===== config.mk =====
export PLATFORM = sky130hd
export DESIGN_NAME = mgdm_ram
export DESIGN_NICKNAME = d
export VERILOG_FILES = /design/src/rtl/core/mgdm_ram.sv
export SDC_FILE = /design/constraint.sdc
export NUM_CORES = 1
export LEC_CHECK = 0
export BUFFER_PORTS_ARGS = -buffer_cell sky130_fd_sc_hd__buf_2
export CAP_MARGIN = 0
export CORE_UTILIZATION = 45
export CTS_BUF_LIST = sky130_fd_sc_hd__clkbuf_4 sky130_fd_sc_hd__clkbuf_8
export CTS_CLUSTER_DIAMETER = 120
export CTS_CLUSTER_SIZE = 24
export DETAILED_ROUTE_END_ITERATION = 8
export PLACE_DENSITY_LB_ADDON = 0.1
export SLEW_MARGIN = 20
export SYNTH_ARGS = -nofsm -noshare
export SYNTH_HDL_FRONTEND = slang
export SYNTH_SLANG_ARGS = --single-unit

===== constraint.sdc =====
create_clock -name clk -period 2.4 [get_ports clk]
set_clock_uncertainty 0.15 [all_clocks]
set_input_delay 0.36 -clock clk [delete_from_list [all_inputs] [get_ports clk]]
set_output_delay 0.36 -clock clk [all_outputs]
set_load 0.01 [all_outputs]

===== src/rtl/core/mgdm_ram.sv =====
`timescale 1ns / 1ps
// Generic single-port-write, single-port-read RAM with registered read data.
// No dependencies.
module mgdm_ram #(
	parameter int WIDTH = 8,
	parameter int DEPTH = 16
) (
	input  logic                     clk,
	input  logic                     we,
	input  logic [$clog2(DEPTH)-1:0] waddr,
	input  logic [WIDTH-1:0]         wdata,
	input  logic [$clog2(DEPTH)-1:0] raddr,
	output logic [WIDTH-1:0]         rdata
);
	logic [WIDTH-1:0] mem [DEPTH];

	always_ff @(posedge clk) begin
		if (we)
			mem[waddr] <= wdata;
		rdata <= mem[raddr];
	end
endmodule


==> results of run 1 <==
critical path: cells and delay by family:
family                 cells  cell delay (ns)
buffers and inverters      3             0.55
AOI/OAI and AO/OA          1             0.19
muxes                      1             0.54
and+or+nand+nor            1             0.07
flip-flops by register name, indices dropped and copies added, names as in the netlist:
signal / cells
mem: 128
rdata: 8
final cells by class:
| class | instances | area (µm²) |
|---|---|---|
| fillers | 848 | 5000 |
| flip-flops and latches | 136 | 4000 |
| multi-input cells | 83 | 1060 |
| repair buffers | 51 | 345 |
| clock buffers | 19 | 249 |
| well taps | 140 | 175 |
| clock inverters | 13 | 153 |
routing by layer:
metal | wire, µm | global-route usage
met1 | 4490 | 0.271
met4 | 203 | 0.0965
met3 | 629 | 0.0502
met2 | 4730 | 0.280
met5 | 0 | 0
cell families (layout without fill, tap and decap cells):
logic type | after synthesis | after routing | share of synthesized area
DFF | 136 | 136 | 0.778
and+or+nand+nor | 35 | 35 | 0.0318
muxes | 32 | 32 | 0.150
AOI/OAI and AO/OA | 16 | 16 | 0.0233
buffers and inverters | 10 | 83 | 0.0168
cells in the final DEF, fill, tap and decap left out, types with 3 or more instances in the layout:
cell type,n
edfxtp_1,128
nand2_1,9
bufinv_16,3
clkbuf_8,17
nor3_1,4
clkinv_1,3
buf_4,24
buf_2,25
mux4_2,18
a22oi_1,16
nor2_1,13
mux4_1,14
dfxtp_1,8
power by group:
group          internal [mW]  switching [mW]
registers               2.65          0.0137
clock network           1.04           0.851
logic                  0.112           0.144
total                   3.81            1.01
worst paths after layout:
check	cells past startpoint	slack, ns	startpoint	end
max	6	0.84	raddr[0]	rdata[3]
max reg2reg	3	0.84	mem[9][2]	rdata[2]
min reg2reg	3	0.53	mem[12][6]	rdata[6]
min	1	0.15	wdata[1]	mem[10][1]
==> out/results.ini, run 1 <==
[outcome]
outcome = finished, final reports clean

[die]
die_h_um = 109
initial_core_util = 0.469
core_area_mm2 = 0.0110
die_w_um = 109
num_rows = 38
die_area_mm2 = 0.0119
io_pins = 26

[global_routing]
grt_start_max_net_pins = 21
grt_usage = 0.193
grt_antenna_before_repair = 0
grt_pass1_wl_um = 15000
grt_pass1_vias = 2442
gr-total-overflow = 0

[job]
drv_cap = 0

[place]
dp_hpwl_um = 6370
gp_congestion = 0.765
dp_slack_ns = 0.360
place_area_mm2 = 0.00558
dpl.cell_count = 410
io_buffers = 25

[critical_path]
path_cells = buf_2 -> buf_12 -> buf_4 -> mux4_1 -> a22oi_1 -> nand2_1
cp-end-kind = flop
crit_path_top_delay_cell = mux4_1
critPathLaunchType = input port
crit_fanout = 20
required_ns = 2.57
critPathMaxStageDelay_ns = 0.54
worstSetupPathType = input port to flop
arrival_ns = 1.73

[clocking]
hold_buffers = 0
cts_root_buf = clkbuf_8
clock_path_buffers = 2
cts_setup_buffers = 0
post_cts_resized = 0
cts_tree = yes
insertion_delay_ns = 0.44
htree_levels = 4
cts_buffers = 17
path_clk_slew_ns = 0.07
cts.sink_count = 136

[power_and_ir_drop]
power.total_mw = 4.82
p_per_area_mw_per_mm2 = 805
ir_drop_v = 0.000362
p_leak_nw = 2.04

[cells_and_area]
fin_nets = 307
utilization = 0.545
fin_area_mm2 = 0.00598
fin_cells = 442
area_growth_pct = 16.2
insertedDiodeCount = 0
layout-drive-gt1-share = 0.328

[yosys]
synth.avg_cell_area_um2 = 22.5
yosysMostFrequentCell = edfxtp_1
yosys-top-cells-area = edfxtp_1 (75%), mux4_2 (7.9%), mux4_1 (7.1%)
synth-edff-count = 128
synth.cell_area_mm2 = 0.00515
yosys_warnings = 0
synth_cells = 229
synth-seq-cells = 136
synth.net_count = 247
yosysUniqueCellTypes = 19
ys.flop_type = edfxtp_1
yosys.area.top_type_share = 0.747
synth_async_sr_flop_share = 0
seq_area_frac_synth = 0.778
ys_top_cells_by_count = edfxtp_1 (128), mux4_2 (18), a22oi_1 (16)
yosysTopAreaCell = edfxtp_1

[sta]
tns_ns = 0
fin_crit_sh = 0.649
setup_viol = 0
hold_violations = 0
worst_pin_slew_ns = 0.533
worst_hold_slack_ns = 0.152
fmax_mhz = 642
slew_headroom = 0.645
rsz0062_at_grt = no
drv_slew = 0
finalCriticalPeriod_ns = 1.56
setup_slack_ns = 0.841

[routing]
finalWirelength_um = 10100
vias = 2459
vias_per_cell = 5.56
route.detailed.drc = 0
routedWlPerCell_um = 22.7
antenna_left = 0
drt_pass1_iterations = 4
drtIter0Drc = 136

[worst_hold_path]
min_path_type = input port to flop

No activity file was read; power rests on OpenSTA's default activity.
==> run 2: changes to the inputs <==
Settings changed: ABC_AREA set to 1.
Clock period 2.4 ns to 1.43 ns, I/O delays scaled along.
==> out/results.ini, run 2 <==
[cells_and_area]
multi_input_area_mm2 = 0.00121  ; was 0.00106 mm²
top_regs = mem (128), rdata (8)  ; unchanged
utilization = 0.542  ; was 0.545
seq_area_mm2 = 0.00400  ; unchanged
area_growth_pct = 15.3  ; was 16.2%
largest_reg_flops = 128  ; unchanged
top_register = mem  ; unchanged
insertedDiodeCount = 0  ; unchanged
final_cell_mix = nand2_1 (173), edfxtp_1 (128), inv_1 (100)  ; was edfxtp_1 (128), buf_2 (25), buf_4 (24)
final_common_cell = nand2_1  ; was edfxtp_1
fin_nets = 626  ; was 307
layout-drive-gt1-share = 0.148  ; was 0.328
fill_cells = 1111  ; was 848

[yosys]
synth_fa_ha_area_frac = 0  ; unchanged
synth.net_count = 569  ; was 247
yosys-mux-area-fraction = 0  ; was 0.150
synth_xor_area_frac = 0  ; unchanged
synth-edff-count = 128  ; unchanged
synth_async_sr_flop_share = 0  ; unchanged
synth-seq-cells = 136  ; unchanged
yosys.area.top_type_share = 0.667  ; was 0.747
synth.avg_cell_area_um2 = 10.5  ; was 22.5 µm²
synth_top_family_by_area = simple AND/OR/NAND/NOR gates  ; was multiplexers
synth.cell_area_mm2 = 0.00577  ; was 0.00515 mm²
seq_area_frac_synth = 0.694  ; was 0.778
yosys_warnings = 0  ; unchanged
yosysUniqueCellTypes = 12  ; was 19
yosys-top-cells-area = edfxtp_1 (67%), nand2_1 (11%), nand3_1 (8.4%)  ; was edfxtp_1 (75%), mux4_2 (7.9%), mux4_1 (7.1%)
ys.flop_type = edfxtp_1  ; unchanged
ys_top_cells_by_count = nand2_1 (173), edfxtp_1 (128), inv_1 (100)  ; was edfxtp_1 (128), mux4_2 (18), a22oi_1 (16)
yosysMostFrequentCell = nand2_1  ; was edfxtp_1
yosysTopAreaCell = edfxtp_1  ; unchanged
synth_cells = 551  ; was 229
synth_compound_area_frac = 0  ; was 0.0233
synth_simple_gate_area_share = 0.210  ; was 0.0318

[global_routing]
grt_start_max_net_pins = 39  ; was 21
grt_pass1_wl_um = 19700  ; was 15000 µm
grt_pass1_vias = 3679  ; was 2442
grt_usage = 0.209  ; was 0.193
grt_antenna_before_repair = 0  ; unchanged
gr-total-overflow = 0  ; unchanged

[die]
core_area_mm2 = 0.0123  ; was 0.0110 mm²
die_area_mm2 = 0.0133  ; was 0.0119 mm²
die_h_um = 115  ; was 109 µm
num_rows = 40  ; was 38
die_w_um = 115  ; was 109 µm
io_pins = 26  ; unchanged
initial_core_util = 0.470  ; was 0.469

[sta]
finalCriticalPeriod_ns = 1.27
drv_slew = 0  ; unchanged
slew_headroom = 0.763  ; was 0.645
fmax_mhz = 785
rsz0062_at_grt = no  ; unchanged
tns_ns = 0  ; unchanged
fin_crit_sh = 0.891
hold_violations = 0  ; unchanged
worst_pin_slew_ns = 0.356  ; was 0.533 ns
setup_viol = 0  ; unchanged

[clocking]
insertion_delay_ns = 0.45  ; was 0.44 ns
path_clk_slew_ns = 0.07  ; about the same
htree_levels = 4  ; unchanged
cts_buffers = 17  ; unchanged
clock_path_buffers = 2  ; unchanged
cts.sink_count = 136  ; unchanged
cts_setup_buffers = 0  ; unchanged
cts_tree = yes  ; unchanged
cts_root_buf = clkbuf_8  ; unchanged

[job]
drv_cap = 0  ; unchanged

[power_and_ir_drop]
ir_drop_v = 0.000758  ; was 0.000362 V
p_leak_nw = 2.92  ; was 2.04 nW
p_per_area_mw_per_mm2 = 1170  ; was 805 mW/mm²

[routing]
routedWlPerCell_um = 15.5  ; was 22.7 µm
finalWirelength_um = 12200  ; was 10100 µm
antenna_left = 0  ; unchanged
vias_per_cell = 4.74  ; was 5.56
route.detailed.drc = 0  ; unchanged
drtIter0Drc = 270  ; was 136
drt_pass1_iterations = 5  ; was 4
vias = 3742  ; was 2459

[critical_path]
reg2reg_depth = 6  ; was 3
arrival_ns = 1.45  ; was 1.73 ns
worstSetupPathType = input port to flop  ; unchanged
path_cells = dlygate4sd3_1 -> buf_2 -> inv_1 -> nand3_1 -> nand2_1  ; was buf_2 -> buf_12 -> buf_4 -> mux4_1 -> a22oi_1 -> nand2_1
crit_path_top_delay_cell = dlygate4sd3_1  ; was mux4_1
critPathLaunchType = input port  ; unchanged
crit_fanout = 9  ; was 20
cp-end-kind = flop  ; unchanged
required_ns = 1.60  ; was 2.57 ns
critPathMaxStageDelay_ns = 0.52  ; was 0.54 ns

[outcome]
outcome = finished, final reports clean  ; unchanged

[worst_hold_path]
holdPathStages = 1  ; unchanged
min_path_type = input port to flop  ; unchanged

[place]
io_buffers = 25  ; unchanged
gp_congestion = 0.805  ; was 0.765
dp_hpwl_um = 8050  ; was 6370 µm

-- run 2: cell type report --
cell class / count / share of cell area
clock inverters: 12 / 0.0128
flip-flops and latches: 136 / 0.602
multi-input cells: 289 / 0.183
well taps: 168 / 0.0316
clock buffers: 20 / 0.0386
repair buffers: 62 / 0.0745
inverters: 102 / 0.0576
-- run 2: worst paths after layout --
path                      to  slack [ns]       start
setup / recovery    rdata[5]        0.16    raddr[3]
hold / removal    mem[12][5]        0.03    wdata[5]
hold reg to reg     rdata[7]        0.52  mem[11][7]
setup reg to reg    rdata[3]        0.27   mem[3][3]
-- run 2: power breakdown --
part	switching (mW)	internal, mW
Combinational	0.383	0.203
Sequential	0.0228	4.45
Clock	1.36	1.39
Total	1.77	6.04
-- run 2: worst max-delay path, delay by kind of cell --
family,cells,cell delay [ns]
buffers and inverters,3,0.96
and+or+nand+nor,2,0.26
-- run 2: cell families after synthesis --
group | after synthesis
flip-flops | 136
buffers and inverters | 126
AND/OR/NAND/NOR | 289
-- run 2: through the flow --
stage / hold WS [ns] / cells / area (µm²) / worst slack, ns / power (mW)
floorplan: 0.163 / 551 / 5770 / 0.115 / 4.89
global placement: 0.449 / 755 / 6290 / 0.0447 / 5.15
detailed placement: 0.453 / 755 / 6290 / 0.00854 / 5.15
CTS: 0.0143 / 789 / 6650 / 0.136 / 7.89
global route: 0.0122 / 789 / 6650 / 0.113 / 8.10
finish: 0.0283 / 789 / 6650 / 0.156 / 7.81
-- run 2: what timing repair did --
item                      CTS  global route
hold endpoints to repair   10             0
hold buffers                2             0
resized for setup           0             0
-- run 2: layer usage --
metal | GRT usage | vias up | routed length [µm]
met2 | 0.327 | 101 | 5650
met4 | 0.0788 | 0 | 217
li1 | - | 1884 | -
met5 | 0 | - | 0
met3 | 0.0575 | 18 | 646
met1 | 0.280 | 1739 | 5690
