### config.mk
export PLATFORM = sky130hd
export DESIGN_NAME = mgdm_div
export DESIGN_NICKNAME = d
export VERILOG_FILES = /design/src/rtl/core/mgdm_pkg.sv /design/src/rtl/core/mgdm_div.sv
export SDC_FILE = /design/constraint.sdc
export NUM_CORES = 1
export LEC_CHECK = 0
export ABC_AREA = 1
export CORE_ASPECT_RATIO = 0.7
export CORE_MARGIN = 3
export CORE_UTILIZATION = 30
export DETAILED_ROUTE_END_ITERATION = 6
export DONT_BUFFER_PORTS = 1
export PLACE_DENSITY = 0.49
export SYNTH_ARGS = -nofsm -noshare
export SYNTH_HDL_FRONTEND = slang
export SYNTH_SLANG_ARGS = --single-unit
### constraint.sdc
create_clock -name clk -period 3.6 [get_ports clk]
set_input_delay 0.18 -clock clk [delete_from_list [all_inputs] [get_ports clk]]
set_output_delay 0.18 -clock clk [all_outputs]
set_load 0.1 [all_outputs]
### src/rtl/core/mgdm_pkg.sv
`timescale 1ns / 1ps
// Shared constants, widths and helpers for the staggered-grid divergence block.
// Used by the top level and the divider; no dependencies.
package mgdm_pkg;
	localparam int MAX_X      = 64;
	localparam int MAX_Y      = 64;
	localparam int MAX_Z      = 64;
	localparam int VEL_WIDTH  = 32;
	localparam int RING_DEPTH = MAX_X * MAX_Y;
	localparam int ADDR_W     = $clog2(RING_DEPTH);
	localparam int SPAN_W     = $clog2(RING_DEPTH + 1);
	localparam int WORD_W     = 3 * VEL_WIDTH + 1;
	localparam int SIZE_W     = 7;
	localparam int CX_W       = $clog2(MAX_X);
	localparam int CY_W       = $clog2(MAX_Y);
	localparam int CZ_W       = (MAX_Z > 1) ? $clog2(MAX_Z) : 1;
	localparam int DIV_W      = 36;
	localparam int MEAN_W     = 35;
	localparam int SUM_W      = 54;
	localparam int CNT_W      = 19;
	localparam int STEP_W     = $clog2(SUM_W + 1);

	localparam logic [1:0] REG_SIZE_X  = 2'd0;
	localparam logic [1:0] REG_SIZE_Y  = 2'd1;
	localparam logic [1:0] REG_SIZE_Z  = 2'd2;
	localparam logic [1:0] REG_THREE_D = 2'd3;

	function automatic logic [SIZE_W-1:0] clamp_size(input logic [SIZE_W-1:0] v,
		input logic [SIZE_W-1:0] mx);
		logic [SIZE_W-1:0] r;
		r = v;
		if (v == '0)
			r = SIZE_W'(1);
		else if (v > mx)
			r = mx;
		return r;
	endfunction
endpackage

### src/rtl/core/mgdm_div.sv
`timescale 1ns / 1ps
// Restoring divider, one quotient bit per cycle, for the grid-end mean.
// Depends on mgdm_pkg.
module mgdm_div import mgdm_pkg::*; (
	input  logic             clk,
	input  logic             arst_n,
	input  logic             start,
	input  logic [SUM_W-1:0] dividend,
	input  logic [CNT_W-1:0] divisor,
	output logic             busy,
	output logic [SUM_W-1:0] quotient
);
	logic [SUM_W-1:0]  q_q;
	logic [CNT_W-1:0]  r_q;
	logic [CNT_W-1:0]  d_q;
	logic [STEP_W-1:0] cnt_q;
	logic              busy_q;
	logic [CNT_W:0]    shifted;
	logic              ge;

	assign shifted = {r_q, q_q[SUM_W-1]};
	assign ge      = shifted >= {1'b0, d_q};

	always_ff @(posedge clk or negedge arst_n) begin
		if (!arst_n) begin
			busy_q <= 1'b0;
			cnt_q  <= '0;
		end else if (start) begin
			busy_q <= 1'b1;
			cnt_q  <= STEP_W'(SUM_W);
		end else if (busy_q) begin
			cnt_q  <= cnt_q - STEP_W'(1);
			busy_q <= cnt_q != STEP_W'(1);
		end
	end

	always_ff @(posedge clk) begin
		if (start) begin
			q_q <= dividend;
			r_q <= '0;
			d_q <= divisor;
		end else if (busy_q) begin
			q_q <= {q_q[SUM_W-2:0], ge};
			r_q <= ge ? CNT_W'(shifted - {1'b0, d_q}) : CNT_W'(shifted);
		end
	end

	assign busy     = busy_q;
	assign quotient = q_q;
endmodule

==> results list, run 1 <==
- Worst-case vdd ir drop: 0.272 mV
- For this block, the via count after detailed routing is 4537.
- Final hold viol count: 0
- The H-tree was split into 3 levels.
* Setup TNS Final: 0 ps
- Setup bufs post-CTS: 0
- Placement Rows: 40
* Leak pwr: 3.22 nW
* Most common cell after layout, fill and taps aside: nand2_1
- Based on the critical path, the design can be clocked at up to 0.418 GHz.
- Post-route cell area: 6620 um^2
- Synthesis instantiated 34 different standard cells from the library.
- Post-synthesis register bit count: 99
* Final worst-path cycle share: 66.5%
- Global routing used 14.7% of the available tracks.
* Final setup viols: 0
- Max-slew violation count: 0
* CTS tree: yes
* Clock transition time at the flip-flop clock pins of the worst setup and hold paths: 80 ps
- P per Cell Area: 653 nW/um^2
- Tmin final: 2390 ps
- The die covers 20200 um^2.
- Routability-driven placement finished with a final weighted congestion of 0.833.
- Sort of element at the end of the critical path: register
* Via count of the first global-routing pass: 4446
- For flop-to-flop paths, the worst setup slack is 1210 ps.
- Dividing the detail-routed wire length by the instance count gives 14.9 um.
- The first global-routing pass estimated 23.6 mm of wire.
* Hold/Removal Path Class: input port to register
- Counting along the longest clock path gives a buffer depth of 2.
- At the pin with the least slew margin, the transition time is 978 ps.
* Share of total power in the clock network: 22.8%
- The total area inside the core boundary comes to 17600 um^2.
* Internal power of the cells: 2.40 mW
- Of the synthesized area, sequential elements account for 49.6%.
- The initial utilization of the core area, before any placement, comes to 31.5%.
* Remaining design rule violation count: 0
- The cell count after synthesis came out at 697.
* Synth Net Count: 795
- Buffers added on ports: 0
- Overall power of the completed layout: 4.32 mW
- Cells with a size suffix above 1 make up 5.98% of the layout.
* Maximum fanout along the worst path: 21
* Synthesized cell area: 5540 um^2
- Required time reported for the critical path endpoint: 3830 ps
- The first detailed-routing pass took 4 iterations.
* Final setup skew: 11.0 ps
- The repair_antennas step left the layout with diodes totalling 0.
- Setup slack on the critical path of the routed design comes to 1210 ps.
* Post-detailed-placement cell area: 5750 um^2
- Avg Vias per Cell: 4.62
- Initial antenna violation count: 0
- A synthesized cell averages 7.95 um^2.
* Kind of start point of the critical path: register
* Top library cells by usage in the layout, fill and taps aside: nand2_1, inv_1, edfxtp_1
- The analysis attributes to net switching a power of 1.92 mW.
* Clk sinks: 99
* Root Buffer Master: clkbuf_16
- Total number of nets in the final design: 845
- Total detailed-routing wirelength: 14.6 mm
- The share of total power dissipated in sequential elements is 45.3%.
- Unrepaired setup endpoints after global routing: false
* Width of the die: 168 um
* Number of hold buffers added after CTS: 54
- Initial DRC count: 309
- TritonCTS Buffers: 9
* Die boundary height: 120 um
- Final core utilization: 37.6%
- Insertion delay to the later sink of the worst-skew pair: 360 ps
* Antenna-violating nets left: 0
- Remaining max-slew budget at the tightest pin: 34.8%
* Switching part of the total: 44.3%
- Filler cells: 1835
- Number of top-level pins: 131
- Maximum number of pins on one net before global-route repair: 59
- At the worst endpoint, the arrival time is 2620 ps.
- Share of total power in combinational logic: 31.9%
- Prior to clock tree synthesis, the placed netlist has a worst setup slack of 1260 ps.
- Gates resized during post-CTS repair numbered 0.
* Result of the run: finished clean
* Critical setup path kind: register to register
- From synthesis to final layout, the design area changed by 19.4%.
* Total of max-cap violations: 0
- Yosys warns: 0
- Grt total ovfl: 0
* DP HPWL: 10.1 mm
## path summary, 6_finish.rpt
kind / to / from / depth (start not counted)
setup / recovery: r_q[7]$_SDFFE_PP0P_ / quotient[53]$_DFFE_PP_ / 13
hold reg to reg: r_q[18]$_SDFFE_PP0P_ / r_q[18]$_SDFFE_PP0P_ / 2
max in group asynchronous: busy$_DFF_PN0_ / arst_n / 1
hold / removal: quotient[36]$_DFFE_PP_ / dividend[36] / 2
min in group asynchronous: cnt_q[0]$_DFFE_PN0P_ / arst_n / 1
setup reg to reg: r_q[7]$_SDFFE_PP0P_ / quotient[53]$_DFFE_PP_ / 13
## per-stage QoR
| step | std cells | hold slack [ps] |
|---|---|---|
| after global routing | 983 | 10.1 |
| after floorplan | 697 | -116 |
| final | 983 | 18.2 |
| after detailed placement | 912 | -115 |
| after global placement | 912 | -115 |
| after CTS | 982 | 0.239 |
## registers in the layout, indices dropped and copies added (netlist names)
name      count
quotient     54
d_q          19
busy          1
r_q          19
cnt_q         6
## critical path, stage by stage (launching register included)
cell	delay, ps
edfxtp_1	360
inv_1	60
ha_1	240
fa_1	440
inv_1	110
nand3_1	80
nand2_2	110
nand3_2	80
nand3_2	100
nand2_4	200
nand2_8	230
nand2_1	80
nand3_1	70
o21ai_0	80
## power by group through the flow
stage / clock network (mW) / registers (mW) / logic, mW
6_report: 0.985 / 1.96 / 1.38
3_5_place_dp: 0 / 1.98 / 1.31
3_3_place_gp: 0 / 1.98 / 1.30
4_1_cts: 1.03 / 1.96 / 1.38
5_1_grt: 1.07 / 1.97 / 1.58
2_1_floorplan: 0 / 1.94 / 1.09
## area by class of cell
cell class / instances / area (um^2) / area share (%)
Clock inverter: 7 / 85.1 / 1.29
Inverter: 97 / 364 / 5.50
Sequential cell: 99 / 2750 / 41.5
Tap cell: 231 / 289 / 4.37
Multi-Input combinational cell: 479 / 2300 / 34.8
Clock buffer: 9 / 225 / 3.40
Timing Repair Buffer: 61 / 606 / 9.15
## logic make-up (layout without fill, tap and decap cells)
group	count (synthesis)	in the layout	synth area share, %
DFF	99	99	49.6
buffers and inverters	119	174	8.89
xor gates and xnor gates	8	8	1.26
and+or+nand+nor	414	414	31.7
adders and majority gates	22	22	5.10
AOI/OAI and AO/OA	35	35	3.45
## per-layer routing
| metal | up-vias | track usage, % | part of all wire [%] |
|---|---|---|---|
| met4 | 0 | 4.29 | 1.7 |
| li1 | 2293 | - | - |
| met1 | 2101 | 20.0 | 49 |
| met3 | 15 | 5.10 | 6.4 |
| met2 | 128 | 22.1 | 43 |
| met5 | - | 0 | 0 |
## Yosys cell counts, drive strengths merged
master / n / area share [%]
fa: 1 / 0.36
nand4: 3 / 0.34
nand3b: 12 / 1.6
a21oi: 14 / 1.4
xnor2: 6 / 0.95
buf: 12 / 1.6
clkinv: 2 / 0.14
a22oi: 1 / 0.14
nand2: 322 / 22
dfrtp: 7 / 3.2
nor2: 27 / 2.2
dfxtp: 19 / 6.9
inv: 95 / 6.4
edfxtp: 73 / 40
nor3: 5 / 0.45
nand3: 45 / 4.6
a31oi: 2 / 0.23
ha: 21 / 4.7
o21ai: 18 / 1.7
xor2: 2 / 0.32
clkbuf: 10 / 0.68
(Power assumes the default switching activity.)
==> inputs of run 2 (changes only) <==
--- a/config.mk
+++ b/config.mk
@@ -11,7 +11,7 @@
 export CORE_UTILIZATION = 30
 export DETAILED_ROUTE_END_ITERATION = 6
 export DONT_BUFFER_PORTS = 1
-export PLACE_DENSITY = 0.49
+export PLACE_DENSITY = 0.5
 export SYNTH_ARGS = -nofsm -noshare
 export SYNTH_HDL_FRONTEND = slang
 export SYNTH_SLANG_ARGS = --single-unit
==> constraint.sdc (replaced) <==
create_clock -name clk -period 2 [get_ports clk]
set_input_delay 0.1 -clock clk [delete_from_list [all_inputs] [get_ports clk]]
set_output_delay 0.1 -clock clk [all_outputs]
set_load 0.1 [all_outputs]
==> run 2 against run 1 <==
Compared with the run above: clock power grew 80%; clock skew grew 2.7 ps; setup slack lost 1200 ps; power grew 110%; register-to-register slack lost 1200 ps; final area grew 20%; wire length grew 12%; hold slack gained 34 ps; sequential share of layout area shrank 6.9 points; sequential power grew 42%; utilization grew 7.5 points; critical endpoint is now r_q[2]$_SDFFE_PP0P_; largest power group is now combinational cells.
==> results list, run 2 (synthesis gave the netlist of run 1 again) <==
- Overall via count from detail_route: 5077 (+12%)
* TritonCTS Buffers: 9 (unchanged)
- Root Buffer Master: clkbuf_16
* CTS tree: yes
- Result of the run: finished clean
- The worst setup path is launched from a register.
- Global-route wire length before repair: 25.9 mm (+9.6%)
- Placer Congestion: 0.894 (+7.3%)
- Number of antenna cells inserted: 0 (unchanged)
- The largest net degree at the start of global routing was 75 (+27%).
- The detail-routed via count per cell came to 4.63 (+0.36%).
* Required time reported for the critical path endpoint: 2250 ps (-1580 ps)
- The flip-flop count of the largest register, all copies and words added was 54 (unchanged).
- The number of placed instances with taps included was 989 (+8.4%).
* Max-slew violation count: 0 (unchanged)
- Reg2reg path depth: 12 (-1)
- Final setup viols: 0 (unchanged)
- P per Cell Area: 1140 nW/um^2 (+75%)
* Clock transition time at the flip-flop clock pins of the worst setup and hold paths: 80 ps (about the same)
- Setup repair after global routing could not meet its margin everywhere.
- Max Used Layer: met4
- Clk sinks: 99 (unchanged)
- Final worst-path cycle share: 99.5% (+33 points)
- The number of cells on the worst hold path came to 3 (+1).
- Most common cell after layout, fill and taps aside: nand2_1
- Width of the die: 168 um (unchanged)
- In this run the worst hold path is classified as input port to register.
* Insertion delay to the later sink of the worst-skew pair: 370 ps (about the same)
- Met3 wire length: 1.28 mm (+36%)
- H-tree depth reported by CTS: 3 (unchanged)
- The sum of net half-perimeters after detailed placement is 11.1 mm (+9.4%).
- Buffers added on ports: 0 (unchanged)
- The effective utilization at floorplan was 31.5% (unchanged).
- Total detailed-routing wirelength: 16.5 mm (+12%)
- The share of post-route cells with drive strength above 1 was 21.7% (+16 points).
- Final hold viol count: 0 (unchanged)
- The maximum fanout along the worst path was 5 (-76%).
- The initial antenna violation count is 0 (unchanged).
- The remaining global-route overflow came to 0 (unchanged).
- Leak pwr: 3.84 nW (+19%)
- Total routed wire length on the met1 layer: 7.94 mm (+11%)
* Floorplan core area: 17600 um^2 (unchanged)
* Drt pass-1 iters: 5 (+1)
- The area of the die came to 20200 um^2 (unchanged).
* Worst-case vdd ir drop: 0.543 mV (+100%)
- The worst-case hold slack is 52.3 ps (+34.1 ps).
- The wire length per cell is 15.0 um (+0.84%).
* Final setup skew: 13.7 ps (+2.74 ps)
- Number of top-level pins: 131 (unchanged)
* Hold path startpoint: start
- Total GRT Usage: 16.3% (+1.5 points)
* Antenna-violating nets left: 0 (unchanged)
- Total number of nets in the final design: 958 (+13%)
- The worst endpoint data arrival time came to 2240 ps (-380 ps).
- Start of the worst register-to-register path: d_q[0]$_DFFE_PP_
* Met2 WL post-DR: 6.99 mm (+10%)
* Post-place setup slack: -78.1 ps (-1340 ps)
- Via count of the first global-routing pass: 4929 (+11%)
- Sort of element at the end of the critical path: register
* Worst path setup slack after routing: 9.97 ps (-1200 ps)
* Die boundary height: 120 um (unchanged)
- Total of max-cap violations: 0 (unchanged)
- Actual transition at the worst max-transition pin: 595 ps (-383 ps)
- Buffer depth of the longest clock path: 2 (unchanged)
- The number of DRC violations after detailed-routing iteration 0 is 449 (+45%).
* Placement Rows: 40 (unchanged)
- Tmin final: 1990 ps (-403 ps)
- From synthesis to final layout, the design area changed by 43.4%.
- The maximum frequency from static timing analysis is 0.503 GHz (+20%).
- Critical path origin: d_q[0]$_DFFE_PP_
- The post-route DRC violation count came to 0 (unchanged).
* Remaining max-slew budget at the tightest pin: 60.2% (+25 points)
- Fin cells: 1096 (+11%)
* Critical setup path kind: register to register
* Top library cells by usage in the layout, fill and taps aside: nand2_1, inv_1, buf_4
## run 2: stage by stage
step                      area, um^2  util, %  power (mW)  setup TNS [ps]
final                           7950     45.1        9.06               0
after global routing            7950     45.1        9.63           -1500
after CTS                       7710     43.8        8.76               0
after detailed placement        6410     36.4        6.44            -425
after floorplan                 5610        -        5.55          -10250
after global placement          6410     36.4        6.41           -82.7
## run 2: path summary, 6_finish.rpt
path	slack, ps	endpoint
min in group asynchronous	70	cnt_q[3]$_DFFE_PN0P_
max in group asynchronous	1650	busy$_DFF_PN0_
setup reg to reg	10	r_q[2]$_SDFFE_PP0P_
hold / removal	50	r_q[13]$_SDFFE_PP0P_
setup / recovery	10	r_q[2]$_SDFFE_PP0P_
hold reg to reg	460	r_q[18]$_SDFFE_PP0P_
## run 2: critical path: stages, from the launching register on
cell,delay [ps]
edfxtp_1,430
ha_4,190
fa_2,360
inv_2,80
nand3_2,80
nand2_4,90
nand3_4,80
nand3_4,120
nand2_4,110
nand2_4,130
nand2_1,60
nand3_1,90
o21ai_1,60
## run 2: metal layers
| metal | track usage (%) | up-vias |
|---|---|---|
| li1 | - | 2522 |
| met1 | 23.5 | 2360 |
| met2 | 23.3 | 171 |
| met3 | 4.97 | 24 |
| met4 | 4.70 | 0 |
| met5 | 0 | - |
## run 2: layout make-up
type                    instances  area [um^2]
inverters                      97          364
clock inverters                 7         68.8
flip-flops and latches         99         2750
well taps                     231          289
fillers                      1676         9670
clock buffers                   9          225
repair buffers                171         1540
multi-input cells             482         2710
## run 2: repair_timing
action | CTS | global route
cloned | 3 | 0
gates resized for setup | 20 | 38
hold buffers | 76 | 0
setup buffers | 5 | 7
endpoints found under the setup margin | 18 | 20
pin swaps | 6 | 15
hold endpoints to repair | 102 | 0
## run 2: power by group
group          switching (mW)  leakage, nW  internal (mW)  total [mW]
Combinational            2.84         2.68           1.66        4.50
Clock                   0.893        0.145          0.881        1.77
Sequential              0.264         1.01           2.52        2.78
